--- src/crcdf_pkg.sv ---
// Shared types, register indexes and the CRC16 byte update for the packet deframer.
// No dependencies; imported by crc16_packet_deframer.
package crcdf_pkg;

  localparam int CFG_IDX_W = 3;
  localparam int CFG_DAT_W = 16;
  localparam int OUT_DAT_W = 40;

  localparam logic [CFG_IDX_W-1:0] CFG_HEADER_FIRST  = 3'd0;
  localparam logic [CFG_IDX_W-1:0] CFG_HEADER_SECOND = 3'd1;
  localparam logic [CFG_IDX_W-1:0] CFG_MAX_PAYLOAD   = 3'd2;
  localparam logic [CFG_IDX_W-1:0] CFG_TIMEOUT_TICKS = 3'd3;

  localparam logic [7:0]  HEADER_FIRST_RST  = 8'hAA;
  localparam logic [7:0]  HEADER_SECOND_RST = 8'h55;
  localparam logic [7:0]  MAX_PAYLOAD_RST   = 8'd64;
  localparam logic [15:0] TIMEOUT_RST       = 16'd100;

  localparam logic [15:0] CRC_INIT = 16'hFFFF;
  localparam logic [15:0] CRC_POLY = 16'h1021;

  localparam logic CMD_BYTE = 1'b0;
  localparam logic CMD_TICK = 1'b1;

  localparam logic KIND_PAYLOAD = 1'b0;
  localparam logic KIND_END     = 1'b1;

  typedef enum logic [1:0] {
    ST_OK      = 2'd0,
    ST_CRC_ERR = 2'd1,
    ST_LEN_ERR = 2'd2,
    ST_TIMEOUT = 2'd3
  } status_t;

  typedef enum logic [2:0] {
    PH_HUNT = 3'd0,
    PH_HDR2 = 3'd1,
    PH_TYPE = 3'd2,
    PH_LEN  = 3'd3,
    PH_BODY = 3'd4,
    PH_CRCH = 3'd5,
    PH_CRCL = 3'd6
  } phase_t;

  // CRC16-CCITT, MSB first, one byte per call (eight narrow shift/xor steps).
  function automatic logic [15:0] crc16_byte(input logic [15:0] crc_in, input logic [7:0] b);
    logic [15:0] c;
    c = crc_in ^ {b, 8'h00};
    for (int k = 0; k < 8; k++) begin
      if (c[15]) begin
        c = {c[14:0], 1'b0} ^ CRC_POLY;
      end else begin
        c = {c[14:0], 1'b0};
      end
    end
    return c;
  endfunction

endpackage

--- src/crc16_packet_deframer.sv ---
// Top level of the byte-serial packet deframer with CRC16 check.
// Depends on crcdf_pkg (types, register indexes, CRC byte update).
//
// The block takes one transfer per cycle on the input stream: tuser = 0 carries
// a received byte in tdata, tuser = 1 marks one time tick. It hunts for the
// first header byte, requires the second header byte (a mismatch drops that byte
// and resumes hunting), then takes a type byte and a length byte. Each payload
// byte leaves as one output transfer (tuser = 0) with its index, the frame type
// and length. A frame ends with one transfer (tuser = 1) whose status is ok, CRC
// mismatch, length too long (length above max_payload; nothing else is sent) or
// timeout (a tick arriving once timeout_ticks ticks have been counted since the
// length byte). The CRC is CRC16-CCITT (poly 0x1021, init 0xFFFF, no reflection)
// over type, length and payload, received big-endian. Every item passes through
// the input register and then the result register, and one item is accepted per
// cycle as long as the result register drains; the byte-wide CRC update between
// those registers sets the critical path. Write the configuration registers only
// while no frame traffic is in flight.
module crc16_packet_deframer #(
  parameter logic [7:0]  HEADER_FIRST_INIT  = crcdf_pkg::HEADER_FIRST_RST,
  parameter logic [7:0]  HEADER_SECOND_INIT = crcdf_pkg::HEADER_SECOND_RST,
  parameter logic [7:0]  MAX_PAYLOAD_INIT   = crcdf_pkg::MAX_PAYLOAD_RST,
  parameter logic [15:0] TIMEOUT_INIT       = crcdf_pkg::TIMEOUT_RST
) (
  input  logic                              clk,
  input  logic                              rst_n,
  // input stream
  input  logic                              in_tvalid,
  output logic                              in_tready,
  input  logic [7:0]                        in_tdata,   // [7:0] rx_byte
  input  logic                              in_tuser,   // cmd
  // result stream
  output logic                              out_tvalid,
  input  logic                              out_tready,
  // [7:0] out_byte, [15:8] byte_index, [23:16] frame_type,
  // [31:24] frame_length, [33:32] status, [39:34] zero
  output logic [crcdf_pkg::OUT_DAT_W-1:0]   out_tdata,
  output logic                              out_tuser,  // out_kind
  // configuration writes
  input  logic                              cfg_valid,
  output logic                              cfg_ready,
  input  logic [crcdf_pkg::CFG_IDX_W-1:0]   cfg_index,
  input  logic [crcdf_pkg::CFG_DAT_W-1:0]   cfg_data
);
  import crcdf_pkg::*;

  // configuration registers
  logic [7:0]  header_first_r, header_second_r, max_payload_r;
  logic [15:0] timeout_ticks_r;

  // input register
  logic        in_valid_r;
  logic        in_cmd_r;
  logic [7:0]  in_byte_r;

  // frame state
  phase_t      phase_r, phase_nxt;
  logic [7:0]  type_r, type_nxt;
  logic [7:0]  len_r, len_nxt;
  logic [7:0]  count_r, count_nxt;
  logic [15:0] crc_r, crc_nxt;
  logic [7:0]  crc_hi_r, crc_hi_nxt;
  logic [15:0] ticks_r, ticks_nxt;

  // result register
  logic        out_valid_r;
  logic        out_kind_r, out_kind_nxt;
  logic [7:0]  out_byte_r, out_byte_nxt;
  logic [7:0]  out_idx_r, out_idx_nxt;
  logic [7:0]  out_type_r, out_type_nxt;
  logic [7:0]  out_len_r, out_len_nxt;
  status_t     out_status_r, out_status_nxt;
  logic        emit;

  logic        out_free;
  logic        advance;
  logic        in_body;
  logic [7:0]  count_inc;
  logic [15:0] crc_upd;

  assign cfg_ready = 1'b1;

  // Advance the held item whenever the result register can take a transfer.
  assign out_free  = !out_valid_r || out_tready;
  assign advance   = in_valid_r && out_free;
  assign in_tready = !in_valid_r || out_free;

  assign in_body   = (phase_r == PH_BODY) || (phase_r == PH_CRCH) || (phase_r == PH_CRCL);
  assign count_inc = count_r + 8'd1;
  assign crc_upd   = crc16_byte((phase_r == PH_TYPE) ? CRC_INIT : crc_r, in_byte_r);

  always_ff @(posedge clk) begin
    if (!rst_n) begin
      header_first_r  <= HEADER_FIRST_INIT;
      header_second_r <= HEADER_SECOND_INIT;
      max_payload_r   <= MAX_PAYLOAD_INIT;
      timeout_ticks_r <= TIMEOUT_INIT;
    end else if (cfg_valid && cfg_ready) begin
      unique case (cfg_index)
        CFG_HEADER_FIRST:  header_first_r  <= cfg_data[7:0];
        CFG_HEADER_SECOND: header_second_r <= cfg_data[7:0];
        CFG_MAX_PAYLOAD:   max_payload_r   <= cfg_data[7:0];
        CFG_TIMEOUT_TICKS: timeout_ticks_r <= cfg_data;
        default: ;  // drop writes beyond the register list
      endcase
    end
  end

  // Next phase.
  always_comb begin
    phase_nxt = phase_r;
    if (in_cmd_r == CMD_TICK) begin
      if (in_body && (ticks_r >= timeout_ticks_r)) begin
        phase_nxt = PH_HUNT;
      end
    end else begin
      unique case (phase_r)
        PH_HUNT: if (in_byte_r == header_first_r) phase_nxt = PH_HDR2;
        PH_HDR2: phase_nxt = (in_byte_r == header_second_r) ? PH_TYPE : PH_HUNT;
        PH_TYPE: phase_nxt = PH_LEN;
        PH_LEN: begin
          if (in_byte_r > max_payload_r) begin
            phase_nxt = PH_HUNT;
          end else if (in_byte_r == 8'd0) begin
            phase_nxt = PH_CRCH;
          end else begin
            phase_nxt = PH_BODY;
          end
        end
        PH_BODY: if (count_inc >= len_r) phase_nxt = PH_CRCH;
        PH_CRCH: phase_nxt = PH_CRCL;
        PH_CRCL: phase_nxt = PH_HUNT;
        default: phase_nxt = PH_HUNT;
      endcase
    end
  end

  // Frame datapath and result generation.
  always_comb begin
    type_nxt       = type_r;
    len_nxt        = len_r;
    count_nxt      = count_r;
    crc_nxt        = crc_r;
    crc_hi_nxt     = crc_hi_r;
    ticks_nxt      = ticks_r;
    emit           = 1'b0;
    out_kind_nxt   = KIND_END;
    out_byte_nxt   = 8'd0;
    out_idx_nxt    = 8'd0;
    out_type_nxt   = type_r;
    out_len_nxt    = len_r;
    out_status_nxt = ST_OK;
    if (in_cmd_r == CMD_TICK) begin
      if (in_body) begin
        if (ticks_r >= timeout_ticks_r) begin
          emit           = 1'b1;
          out_status_nxt = ST_TIMEOUT;
        end else begin
          ticks_nxt = ticks_r + 16'd1;
        end
      end
    end else begin
      unique case (phase_r)
        PH_TYPE: begin
          type_nxt = in_byte_r;
          crc_nxt  = crc_upd;
        end
        PH_LEN: begin
          len_nxt = in_byte_r;
          if (in_byte_r > max_payload_r) begin
            emit           = 1'b1;
            out_len_nxt    = in_byte_r;
            out_status_nxt = ST_LEN_ERR;
          end else begin
            crc_nxt   = crc_upd;
            count_nxt = 8'd0;
            ticks_nxt = 16'd0;
          end
        end
        PH_BODY: begin
          emit         = 1'b1;
          out_kind_nxt = KIND_PAYLOAD;
          out_byte_nxt = in_byte_r;
          out_idx_nxt  = count_r;
          crc_nxt      = crc_upd;
          count_nxt    = count_inc;
        end
        PH_CRCH: crc_hi_nxt = in_byte_r;
        PH_CRCL: begin
          emit           = 1'b1;
          out_status_nxt = ({crc_hi_r, in_byte_r} == crc_r) ? ST_OK : ST_CRC_ERR;
        end
        default: ;  // header bytes touch no datapath state
      endcase
    end
  end

  always_ff @(posedge clk) begin
    if (!rst_n) begin
      in_valid_r  <= 1'b0;
      out_valid_r <= 1'b0;
      phase_r     <= PH_HUNT;
      type_r      <= 8'd0;
      len_r       <= 8'd0;
      count_r     <= 8'd0;
      crc_r       <= CRC_INIT;
      crc_hi_r    <= 8'd0;
      ticks_r     <= 16'd0;
    end else begin
      if (in_tvalid && in_tready) begin
        in_valid_r <= 1'b1;
      end else if (advance) begin
        in_valid_r <= 1'b0;
      end

      if (advance) begin
        out_valid_r <= emit;
        phase_r     <= phase_nxt;
        type_r      <= type_nxt;
        len_r       <= len_nxt;
        count_r     <= count_nxt;
        crc_r       <= crc_nxt;
        crc_hi_r    <= crc_hi_nxt;
        ticks_r     <= ticks_nxt;
      end else if (out_tready) begin
        out_valid_r <= 1'b0;
      end
    end
  end

  // Payload registers: hold the item and the result until they advance.
  always_ff @(posedge clk) begin
    if (in_tvalid && in_tready) begin
      in_cmd_r  <= in_tuser;
      in_byte_r <= in_tdata;
    end
    if (advance && emit) begin
      out_kind_r   <= out_kind_nxt;
      out_byte_r   <= out_byte_nxt;
      out_idx_r    <= out_idx_nxt;
      out_type_r   <= out_type_nxt;
      out_len_r    <= out_len_nxt;
      out_status_r <= out_status_nxt;
    end
  end

  assign out_tvalid = out_valid_r;
  assign out_tuser  = out_kind_r;
  assign out_tdata  = {6'd0, out_status_r, out_len_r, out_type_r, out_idx_r, out_byte_r};

  // A payload transfer never carries an error status and stays inside its frame.
  assert property (@(posedge clk) disable iff (!rst_n)
    out_valid_r && (out_kind_r == KIND_PAYLOAD) |-> (out_status_r == ST_OK)
                                                   && (out_idx_r < out_len_r))
    else $error("payload transfer with bad status or index");

  // Every frame end returns the phase machine to hunting.
  assert property (@(posedge clk) disable iff (!rst_n)
    advance && emit && (out_kind_nxt == KIND_END) |=> (phase_r == PH_HUNT))
    else $error("frame end did not return to hunting");

  // The input side only stalls while an item is held.
  assert property (@(posedge clk) disable iff (!rst_n)
    !in_tready |-> in_valid_r && out_valid_r && !out_tready)
    else $error("input stalled without a held item");

  // A held item is never overwritten before it advances.
  assert property (@(posedge clk) disable iff (!rst_n)
    in_valid_r && !advance |=> in_valid_r && $stable(in_byte_r) && $stable(in_cmd_r))
    else $error("held input item lost");

endmodule
--- config.mk ---
export PLATFORM = sky130hd
export DESIGN_NAME = crc16_packet_deframer
export DESIGN_NICKNAME = d
export VERILOG_FILES = /design/src/crcdf_pkg.sv /design/src/crc16_packet_deframer.sv
export SDC_FILE = /design/constraint.sdc
export NUM_CORES = 1
export LEC_CHECK = 0
export BUFFER_PORTS_ARGS = -buffer_cell sky130_fd_sc_hd__buf_2
export CORE_MARGIN = 4
export CORE_UTILIZATION = 47
export DETAILED_ROUTE_END_ITERATION = 12
export PLACE_DENSITY = 0.76
export SLEW_MARGIN = 20
export SYNTH_ARGS = -nofsm -noshare
export SYNTH_HDL_FRONTEND = slang
export SYNTH_SLANG_ARGS = --single-unit
--- constraint.sdc ---
create_clock -name clk -period 7.35 [get_ports clk]
set_input_delay 1.1025 -clock clk [delete_from_list [all_inputs] [get_ports clk]]
set_output_delay 1.1025 -clock clk [all_outputs]
set_load 0.03 [all_outputs]
== After elaboration in Yosys (flattened, before gate mapping) ==
Cells that the tools add are included.

* Bits in registers: 153
* Input port bits: 33
* Output and inout port bits: 44
* Word-level logic and storage cells: 133

* Add/subtract/negate cells: 2
* Order comparisons: 3
* Equal/unequal tests: 19
* Mux-type cells: 45
* Bitwise gates (word level): 11
* Reduce and logical (&&, ||, !) cells: 32

{| class="wikitable"
|+ Operators by type and width
! operator !! number
|-
| $mux 16 || 7
|-
| $mux 13 || 8
|-
| $mux 8 || 4
|-
| $pmux 16 s2 || 1
|-
| $not 3->3 || 8
|-
| $pmux 3 s6 || 1
|-
| $add 16x1->16 const B || 1
|-
| $eq 16x16->1 || 1
|-
| $eq 8x8->1 || 2
|-
| $ge 16x16->1 || 1
|-
| $pmux 8 s2 || 1
|-
| $xor 16x16->16 || 1
|-
| $mux 3 || 5
|-
| $eq 3x2->1 const B || 4
|-
| $reduce_and 4->1 || 3
|-
| $mux 1 || 11
|-
| $mux 2 || 5
|-
| $reduce_bool 2->1 || 5
|-
| $eq 3x3->1 const B || 3
|-
| $reduce_and 3->1 || 3
|-
| $add 8x1->8 const B || 1
|-
| $ge 8x8->1 || 1
|-
| $gt 8x8->1 || 1
|-
| $logic_not 8->1 || 1
|-
| 15 further kinds || 33
|}

== Logic depth before layout (Yosys ltp) ==
* Word-level depth: 21
* Gate-level depth with buffers: 11
* Depth with buffers taken out: 11

== Worst setup path after synthesis ==
No wires, ideal clock.

* Path kind: reg2reg
* From: register in_byte_r[0]
* To: register out_byte_r[0] (enable)
* Setup time: 0.448 ns
* Arrival time: 3.843 ns
* Data required time: 6.902 ns
* Setup slack: 3.058 ns
* Cell stages (with the launch flop): 10
* Path buffers: 2
* Period minus slack after synthesis: 4.292 ns
* Path through: edfxtp_1 > buf_2 > inv_1 > ha_1 > nand4_1 > nor2_1 > a211o_1 > a211o_1 > clkbuf_1 > a31oi_1

* Longest elaborated chain between the ends: 5

{| class="wikitable"
|+ Ends and longest elaborated chain
! item !! RTL line !! text
|-
| start, declared || crc16_packet_deframer.sv:53 || <nowiki>logic [7:0] in_byte_r;</nowiki>
|-
| start signal, assigned || crc16_packet_deframer.sv:234 || <nowiki>in_byte_r <= in_tdata;</nowiki>
|-
| $gt 8x8->1 || crc16_packet_deframer.sv:169 || <nowiki>if (in_byte_r > max_payload_r) begin</nowiki>
|-
| $mux 1 || crc16_packet_deframer.sv:169 ||
|-
| $pmux 1 s2 || crc16_packet_deframer.sv:162 || <nowiki>unique case (phase_r)</nowiki>
|-
| $mux 1 || crc16_packet_deframer.sv:152 || <nowiki>if (in_cmd_r == CMD_TICK) begin</nowiki>
|-
| $logic_and 1x1->1 || crc16_packet_deframer.sv:236 || <nowiki>if (advance && emit) begin</nowiki>
|-
| end signal, assigned || crc16_packet_deframer.sv:238 || <nowiki>out_byte_r <= out_byte_nxt;</nowiki>
|-
| end, declared || crc16_packet_deframer.sv:67 || <nowiki>logic [7:0] out_byte_r, out_byte_nxt;</nowiki>
|}

Every way passes these cells.
A chain may end at the register's enable or synchronous reset.

== Final worst setup path ==
* From: register in_byte_r[7]
* To: register out_byte_r[2] (enable)

The elaborated chain is that of the path after synthesis.

==> run_results.csv <==
group,metric,value,unit
timing,min_period_over_period,0.463,
synth,synth_largest_area_cell,"dfxtp_1",
synth,synth-async-reset-ratio,0,
route,drcViolationCount,0,
route,routed-via-count,5973,
grt,gr-total-overflow,0,
critical_path,worst_path_largest_cell_delay,0.68,ns
critical_path,end_kind,"register",
critical_path,critPathTopFamily,"compound AO/OA/AOI/OAI gates",
clock_tree,cts.reportedPaths.clkPinSlew,0.07,ns
grt,grt_pass1_vias,5345,
clock_tree,hold_buffers,0,
timing,timing.clock.skew,0.0119,ns
synth,yosysWarnings,0,
pwr,power_per_cell_area,214,mW/mm^2
synth,post-synth-top-count-cell,"nand2_1",
floorplanning,rows,46,
timing,totalNegativeSetupSlack,0,ns
synth,avgSynthCellArea,9.27,um^2
synth,synthTopCellsByCount,"130 x nand2_1, 109 x dfxtp_1, 59 x a21oi_1",
critical_path,worst_r2r_endpoint,"out_byte_r[2]",
floorplanning,die_area,0.0184,mm^2
critical_path,timing.critical_path.mode_cell,"a211o_1",
synth,synth_top_flop_cell,"dfxtp_1",
grt,antenna_found_initial,0,
timing,report.final.hold_viol_count,0,
route,routed_wirelength,17300,um
timing,post-route-min-period,3.40,ns
timing,grt_setup_unrepaired,"no",
timing,setup_viol,0,
clock_tree,htree_levels,4,
route,ant_nets,0,
critical_path,crit_path_cell_trace,"ha_1, nand4_1, a211o_1, a211o_1, a31oi_4, buf_8",
pwr,power_leakage,3.17,nW
synth,ys_seq_area_frac,0.458,
critical_path,cp-start-kind,"register",
timing,max_clock_freq,0.294,GHz
floorplanning,coreArea,0.0159,mm^2
critical_path,rr_startpoint,"in_byte_r[7]",
grt,grt_max_degree,68,
clock_tree,post-cts-setup-buffers,0,
clock_tree,clockBufferDepth,2,
route,wl_per_cell,15.8,um
timing,maxSlewViolCount,0,
min_path,min-delay-path-class,"reg -> reg",
grt,grt_first_pass_wirelength,28100,um
synth,synth.top_cell.area_share,0.285,
cells_and_area,post_route_cells_drive_above_1_share,0.154,
critical_path,worstPathArrival,3.55,ns
critical_path,cp_slowest_cell,"a31oi_4",
synth,synth_top_cells_by_area,"dfxtp_1 29%, edfxtp_1 17%, nand2_1 6.4%",
clock_tree,cts_tree,"built",
critical_path,crit_startpoint,"in_byte_r[7]",
timing,max-slew-margin-rel,0.429,
placed_design,gp_congestion,0.876,
synth,synthDistinctLibCells,65,
placed_design,dpl_worst_slack,3.85,ns
clock_tree,numCtsBuffers,17,
synth,synth_cells,825,
job,drv.max_cap_violation_count,0,
critical_path,r2r.worst_path.cells,6,
floorplanning,initial_core_util,0.481,
timing,fin_worst_hold_slack,0.429,ns
route,via_per_inst,5.43,
synth,netlist_area,0.00764,mm^2
cells_and_area,num_antenna_cells,0,
floorplanning,pin_count,77,
cells_and_area,area_growth,13.1,%
pwr,max-vdd-ir-drop,154,uV
critical_path,worstSetupPathDepth,6,
critical_path,type_of_the_worst_setup_path,"reg -> reg",
synth,synth-edff-count,44,
critical_path,register_to_register_path_setup_slack,3.95,ns
critical_path,timing.critical_path.buf_inv,1,
clock_tree,insertion_delay,0.44,ns
floorplanning,fp.dieW,136,um
critical_path,data_required_time_at_the_worst_endpoint,7.49,ns
floorplanning,die_height,136,um
clock_tree,numClockSinks,153,
timing,worst-slew-pin-transition,0.850,ns
critical_path,critPathMaxFanout,21,
route,first_iter_violations,578,
synth,ys_seq_elements,153,
grt,global_route.usage.total,0.192,
route,drt_pre_antenna_iters,5,
run_status,outcome,"finished clean",
cells_and_area,fillCellCount,1479,
cells_and_area,finish.net_count,937,
min_path,whs_path_depth,0,
critical_path,timing.critical_path.to,"out_byte_r[2]",
timing,finalWorstSetupSlack,3.95,ns
placed_design,numPortBuffers,69,
clock_tree,root_buffer,"clkbuf_16",
pwr,power,0.00185,W
clock_tree,postCtsResizedCells,0,
placed_design,detailedPlacementHpwl,12000,um
-- placed cells by master, fill, tap and decap left out, types with 5 or more instances in the layout --
cell / n
dfxtp_1: 109
nor3_1: 5
edfxtp_1: 44
o21ai_0: 26
nor4_1: 6
xor2_1: 23
nor2_1: 49
o211ai_1: 21
inv_1: 35
o31ai_1: 8
nand2b_1: 6
xnor2_1: 40
nand3_1: 34
nor2b_1: 6
a31o_1: 9
nand2_1: 130
a22oi_1: 5
nand4_1: 22
and2_1: 23
a21oi_1: 59
ha_1: 34
conb_1: 7
mux2i_1: 11
clkbuf_16: 17
buf_2: 69
mux2_2: 7
-- layout make-up --
class / instances / area (um^2) / share of cell area
Sequential cell: 153 / 3500 / 0.405
Clock buffer: 17 / 425 / 0.0492
Tap cell: 216 / 270 / 0.0312
Multi-Input combinational cell: 587 / 3770 / 0.436
Clock inverter: 15 / 155 / 0.0179
Timing Repair Buffer: 73 / 383 / 0.0443
Inverter: 38 / 143 / 0.0165
-- cells by family after synthesis --
| family | count (synthesis) | synth area share |
|---|---|---|
| and+or+nand+nor | 301 | 0.191 |
| AOI/OAI and AO/OA | 162 | 0.139 |
| buffers and inverters | 90 | 0.0530 |
| adders and majority gates | 34 | 0.0556 |
| other | 2 | 0.000982 |
| muxes | 18 | 0.0247 |
| DFF | 153 | 0.458 |
| xor gates and xnor gates | 65 | 0.0764 |
-- registers in the layout (all words and copies together) (netlist names) --
register	count
crc_hi_r	8
in_cmd_r	1
out_idx_r	8
out_type_r	8
in_byte_r	8
count_r	8
len_r	8
phase_r	3
crc_r	16
header_first_r	8
out_status_r	2
out_len_r	8
max_payload_r	8
ticks_r	16
out_tvalid	1
out_type_nxt	8
out_byte_r	8
in_valid_r	1
header_second_r	8
timeout_ticks_r	16
out_tuser	1
-- power by group --
group          internal [W]  switching, W
clock network      0.000478      0.000377
registers          0.000874     0.0000225
logic             0.0000368     0.0000613
-- worst reg2reg max path: stages, from the launching register on --
cell and delay [ns]:
edfxtp_1 0.60, ha_1 0.44, nand4_1 0.20, a211o_1 0.42, a211o_1 0.53, a31oi_4 0.68
buf_8 0.25
-- layer usage --
metal / up-vias / share of wire / track usage
met2: 167 / 0.45 / 0.290
met4: 0 / 0.021 / 0.0622
met1: 2814 / 0.47 / 0.274
met5: - / 0 / 0
li1: 2967 / - / -
met3: 25 / 0.055 / 0.0427
-- per-stage QoR --
| step | cells | instance area, um^2 | util |
|---|---|---|---|
| 6_report | 1099 | 8650 | 0.545 |
| 5_1_grt | 1099 | 8650 | 0.545 |
| 3_3_place_gp | 1066 | 8050 | 0.507 |
| 2_1_floorplan | 830 | 7660 | - |
| 3_5_place_dp | 1066 | 8050 | 0.507 |
| 4_1_cts | 1098 | 8630 | 0.544 |
-- how the worst min path moves through the flow --
stage,endpoint,start,slack (ns)
finish,out_type_r[2],out_type_nxt[2],0.43
global route,out_type_r[1],out_type_nxt[1],0.44
CTS,out_type_r[1],out_type_nxt[1],0.43
detailed placement,out_type_r[1],out_type_nxt[1],0.42
global placement,out_type_r[4],out_type_nxt[4],0.41
floorplan,out_type_r[1],out_type_nxt[1],0.41
No activity file was read; power rests on OpenSTA's default activity.
